--- config.mk ---
export PLATFORM = sky130hd
export DESIGN_NAME = vsa_front
export DESIGN_NICKNAME = d
export VERILOG_FILES = /design/src/rtl/voice_slot_allocator_top_macros.svh /design/src/rtl/vsa_pkg.sv /design/src/rtl/vsa_front.sv
export SDC_FILE = /design/constraint.sdc
export NUM_CORES = 1
export LEC_CHECK = 0
export BUFFER_PORTS_ARGS = -buffer_cell sky130_fd_sc_hd__buf_2
export CAP_MARGIN = 10
export CORE_MARGIN = 5
export CORE_UTILIZATION = 52
export CTS_CLUSTER_SIZE = 25
export DETAILED_ROUTE_END_ITERATION = 7
export PLACE_DENSITY_LB_ADDON = 0.15
export RECOVER_POWER = 50
export SYNTH_ARGS = -nofsm -noshare
export SYNTH_HDL_FRONTEND = slang
export SYNTH_SLANG_ARGS = --single-unit
export TNS_END_PERCENT = 30
--- constraint.sdc ---
create_clock -name clk_i -period 5.05 [get_ports clk_i]
set_input_delay 0.7575 -clock clk_i [delete_from_list [all_inputs] [get_ports clk_i]]
set_output_delay 0.7575 -clock clk_i [all_outputs]
set_load 0.02 [all_outputs]
--- src/rtl/voice_slot_allocator_top_macros.svh ---
// Assertion macros for the voice slot allocator.
// Needs clk_i and rst_ni in the scope of the module that uses them.
`ifndef VOICE_SLOT_ALLOCATOR_TOP_MACROS_SVH
`define VOICE_SLOT_ALLOCATOR_TOP_MACROS_SVH

// Check that a condition implies a property in the same cycle.
`define VSA_ASSERT_IMP(lbl, ante, cons, msg) \
  lbl: assert property (@(posedge clk_i) disable iff (!rst_ni) (ante) |-> (cons)) \
    else $error(msg);

// Check that a condition implies a property in the next cycle.
`define VSA_ASSERT_NXT(lbl, ante, cons, msg) \
  lbl: assert property (@(posedge clk_i) disable iff (!rst_ni) (ante) |=> (cons)) \
    else $error(msg);

`endif

--- src/rtl/vsa_pkg.sv ---
// Shared types and constants of the voice slot allocator.
// No dependencies.
package vsa_pkg;

  localparam int NumSlots = 64;
  localparam int SlotW    = 6;
  localparam int CntW     = 7;

  typedef enum logic [2:0] {
    OP_PLAY,
    OP_STOP_SND,
    OP_STOP_ENT,
    OP_FINISH,
    OP_STOP_MUS,
    OP_NOP
  } op_e;

  // input mode codes
  localparam logic [2:0] MODE_PLAY     = 3'd0;
  localparam logic [2:0] MODE_STOP_SND = 3'd1;
  localparam logic [2:0] MODE_STOP_ENT = 3'd2;
  localparam logic [2:0] MODE_FINISH   = 3'd3;
  localparam logic [2:0] MODE_STOP_MUS = 3'd4;

  localparam logic [1:0] KIND_GRANT   = 2'd0;
  localparam logic [1:0] KIND_REFUSE  = 2'd1;
  localparam logic [1:0] KIND_RELEASE = 2'd2;
  localparam logic [1:0] KIND_NONE    = 2'd3;

  localparam logic [2:0] RSN_NONE     = 3'd0;
  localparam logic [2:0] RSN_DISABLED = 3'd1;
  localparam logic [2:0] RSN_CULLED   = 3'd2;
  localparam logic [2:0] RSN_LOW_PRIO = 3'd3;
  localparam logic [2:0] RSN_FULL     = 3'd4;

  localparam logic [2:0] CFG_ENABLE   = 3'd0;
  localparam logic [2:0] CFG_MUTE     = 3'd1;
  localparam logic [2:0] CFG_MAX      = 3'd2;
  localparam logic [2:0] CFG_LOW_MASK = 3'd3;
  localparam logic [2:0] CFG_MUS_MASK = 3'd4;

  typedef struct packed {
    logic        sound_enabled;
    logic        muted;
    logic [6:0]  max_active;
    logic [15:0] low_priority_mask;
    logic [15:0] music_mask;
  } cfg_t;

  typedef struct packed {
    op_e         op;
    logic        id_ok;
    logic [7:0]  sound_id;
    logic [15:0] flags;
    logic [31:0] entity_id;
    logic [7:0]  sound_type;
    logic        clear_all_types;
    logic        too_far;
    logic [5:0]  slot_id;
  } cmd_t;

  typedef struct packed {
    logic [7:0]  sound;
    logic [15:0] flags;
    logic [31:0] entity;
    logic [7:0]  stype;
  } voice_t;

endpackage

--- src/rtl/vsa_front.sv ---
// Front end: accepts command words, decodes the mode and queues them.
// Depends on vsa_pkg.
module vsa_front (
  input  logic           clk_i,
  input  logic           rst_ni,
  input  logic           in_valid_i,
  output logic           in_ready_o,
  input  logic [2:0]     mode_i,
  input  logic [7:0]     sound_id_i,
  input  logic           id_valid_i,
  input  logic [15:0]    flags_i,
  input  logic [31:0]    entity_id_i,
  input  logic [7:0]     sound_type_i,
  input  logic           clear_all_types_i,
  input  logic           too_far_i,
  input  logic [5:0]     slot_id_i,
  output logic           cmd_valid_o,
  output vsa_pkg::cmd_t  cmd_o,
  input  logic           cmd_pop_i
);

  vsa_pkg::cmd_t cmd_in;
  vsa_pkg::cmd_t fifo_q [2];
  logic          wr_ptr_q, rd_ptr_q;
  logic [1:0]    cnt_q;
  logic          push, pop;

  always_comb begin
    cmd_in.sound_id        = sound_id_i;
    cmd_in.id_ok           = id_valid_i;
    cmd_in.flags           = flags_i;
    cmd_in.entity_id       = entity_id_i;
    cmd_in.sound_type      = sound_type_i;
    cmd_in.clear_all_types = clear_all_types_i;
    cmd_in.too_far         = too_far_i;
    cmd_in.slot_id         = slot_id_i;
    case (mode_i)
      vsa_pkg::MODE_PLAY:     cmd_in.op = vsa_pkg::OP_PLAY;
      vsa_pkg::MODE_STOP_SND: cmd_in.op = vsa_pkg::OP_STOP_SND;
      vsa_pkg::MODE_STOP_ENT: cmd_in.op = vsa_pkg::OP_STOP_ENT;
      vsa_pkg::MODE_FINISH:   cmd_in.op = vsa_pkg::OP_FINISH;
      vsa_pkg::MODE_STOP_MUS: cmd_in.op = vsa_pkg::OP_STOP_MUS;
      default:                cmd_in.op = vsa_pkg::OP_NOP;
    endcase
  end

  assign in_ready_o  = (cnt_q != 2'd2);
  assign cmd_valid_o = (cnt_q != 2'd0);
  assign cmd_o       = fifo_q[rd_ptr_q];
  assign push        = in_valid_i && in_ready_o;
  assign pop         = cmd_pop_i && cmd_valid_o;

  always_ff @(posedge clk_i) begin
    if (push) begin
      fifo_q[wr_ptr_q] <= cmd_in;
    end
  end

  always_ff @(posedge clk_i or negedge rst_ni) begin
    if (!rst_ni) begin
      wr_ptr_q <= 1'b0;
      rd_ptr_q <= 1'b0;
      cnt_q    <= 2'd0;
    end else begin
      if (push) wr_ptr_q <= ~wr_ptr_q;
      if (pop)  rd_ptr_q <= ~rd_ptr_q;
      case ({push, pop})
        2'b10:   cnt_q <= cnt_q + 2'd1;
        2'b01:   cnt_q <= cnt_q - 2'd1;
        default: cnt_q <= cnt_q;
      endcase
    end
  end

endmodule

==> results.toml <==
[setup_path]
crit_type = "reg -> reg"
timing.rr.start = "cnt_q[0]"
cpMaxStageDelayCell = "and3_1"
worstPathArrival_ns = 3.63
crit_fanout = 76
critical_path.max_stage_delay_ns = 2.58
cp.required_ns = 4.99
startpoint = "cnt_q[0]"
crit_path_end_kind = "flip-flop"
path_cells = "nand2b_1 > and3_1"
worstSetupStartpointType = "flip-flop"

[power]
p_per_area_mw_per_mm2 = 634
p_int_mw = 3.21
switching_share_pct = 30.6
p_leak_nw = 2.75
p_seq_share_pct = 42.2
ir_drop_mv = 0.345
power_frac_comb_pct = 30.1
netSwitchingPower_mw = 1.42
clock_power_share_pct = 27.7

[clock_network]
cts.sinks = 156
clk_root_buffer_cell = "clkbuf_16"
htreeDepth = 4
clk-insertion-delay-late_ns = 0.41
numCtsBuffers = 17
postCtsHoldBufs = 0
cts_tree = "built"
clk_path_buf_depth = 2
postCtsSetupBuffers = 0
cts_resized = 0
clk_pin_slew_ns = 0.06

[die]
die_x_um = 116
initial_core_util_pct = 53.3
dieArea_mm2 = 0.0134
core_area_mm2 = 0.0109
die_h_um = 116
fp-row-count = 38
ios = 158

[place]
dp_hpwl_um = 6640
post_dp_cell_area_mm2 = 0.00674
portBuffers = 157
place.gp.congestion = 0.669
dp_cells = 546

[timing]
tightestPinTransition_ns = 3.53
rsz0062_at_grt = "false"
fin_crit_ns = 3.70
setup_violations = 0
clock-skew-final_ns = 0.00587
slew_headroom_pct = -135
max_freq_ghz = 0.271
hold_violations = 0
fin_crit_sh_pct = 73.2
fin_setup_tns_ns = 0
slew_viol_final = 77

[global_routing]
grt_max_degree = 77
grt_pass1_wl_um = 15600
antenna_found_initial = 0
grt_pass1_vias = 3105
grt-ovfl-total = 0
globalRouteTotalUtil_pct = 15.9

[synthesis]
synth_edf_count = 152
synth_fp_nets = 338
synthFlopType = "edfxtp_1"
syn-cell-area_mm2 = 0.00583
syn_avg_cell_area_um2 = 22.7
async_reset_ff_share_pct = 2.56
ys_seq_elements = 156
synthDistinctLibCells = 19
synthCells = 257
yosys_warnings = 0
seq_area_frac_synth_pct = 80.0

[finish]
fillers = 776
fin_nets = 506
area_growth_pct = 25.2
drive_gt1_share_pct = 52.5
fin_area_mm2 = 0.00730
multi_input_comb_area_mm2 = 0.00108
regArea_mm2 = 0.00467
stdcell_count = 578
diodes = 0

[route]
drtPass1Iterations = 4
post_drt_wl_per_cell_um = 17.7
ant_nets = 0
drtIter0Drc = 125
num_vias = 2864
via_per_inst = 4.96
drc_errors = 0
totalWireLength_um = 10200

[worst_hold_path]
hold_path_class = "in -> async"

[status]
failed_checks = "max-capacitance violations, max-slew violations"
status = "finished with violations"

[job]
maxCapViolations = 1
-- registers in the layout, indices dropped and copies added (netlist names) --
name      count
fifo_q      152
cnt_q         2
rd_ptr_q      1
wr_ptr_q      1
-- final timing paths --
check / to / slack [ns] / cells after the start
max in group asynchronous: rd_ptr_q / 4.66 / 1
setup / recovery: fifo_q[1][68] / 1.35 / 2
min in group clk_i: fifo_q[0][13] / 0.54 / 1
hold / removal: wr_ptr_q / 0.17 / 1
setup reg to reg: fifo_q[1][68] / 1.35 / 2
hold reg to reg: cnt_q[1] / 0.54 / 1
-- cell families after synthesis --
group,Yosys count,synth area share [%]
mux,76,16.6
fa+ha+maj,1,0.215
compound gates,1,0.129
xor+xnor,5,0.751
buf+inv,10,1.57
simple gates,8,0.730
flops,156,80.0
-- synth_stat cells (2+ instances only) --
cell	instances	share of area (%)
xnor2_1	3	0.45
edfxtp_1	152	78
nor2_1	2	0.13
xor2_1	2	0.30
mux2_4	30	7.7
buf_2	4	0.34
mux2_2	46	8.9
buf_8	3	0.77
dfrtp_1	4	1.7
buf_6	2	0.39
-- metrics by stage --
step                total power [mW]  setup WS, ns  utilization, %  hold WS (ns)
detailed placement              3.40          2.25            61.7         0.502
CTS                             4.69          1.78            67.2         0.121
finish                          4.63          1.35            66.7         0.173
global route                    4.85          1.08            66.7         0.165
floorplan                       3.00         0.508               -         0.457
global placement                3.37          2.24            61.7         0.474
-- final cells by class --
type                    count  share of cell area [%]
flip-flops and latches    156                    64.0
multi-input cells          91                    14.8
repair buffers            159                    10.5
clock buffers              17                    5.83
clock inverters            15                    2.45
well taps                 140                    2.40
-- worst max-delay path: cells and delay by family (launching register included) --
family,cells,cell delay (ns)
flops,1,0.41
simple gates,2,2.75
-- routing by layer --
metal  track usage (%)  vias to the layer above  wire, µm
met1              18.6                     1392      4080
met4              7.19                        0       145
met3              6.06                       11       858
li1                  -                     1352         -
met5                 0                        -         0
met2              26.2                      109      5130
-- cell usage in the layout (no fill, tap or decap) --
cell and count:
edfxtp_1 152, buf_2 120, mux2_2 46, clkbuf_1 37, mux2_4 30, clkbuf_16 17
clkinv_2 5, bufinv_16 4, xnor2_1 3, clkinvlp_4 3, clkinv_1 3, dfrtp_1 3
xor2_1 2, nand2b_1 1, nand2_1 1, a21o_1 1, nor2b_1 1, or2_2 1
nor2_4 1, and3_1 1, and2_0 1, nor2_1 1, ha_1 1, buf_12 1
buf_4 1, dfrtp_4 1
-- power groups by stage --
stage	sequential (mW)	combinational (mW)	clock [mW]
4_1_cts	1.95	1.43	1.31
3_5_place_dp	1.97	1.43	0
2_1_floorplan	1.87	1.13	0
6_report	1.95	1.39	1.28
3_3_place_gp	1.95	1.42	0
5_1_grt	1.99	1.48	1.38
Power figures use the tool's default switching activity.
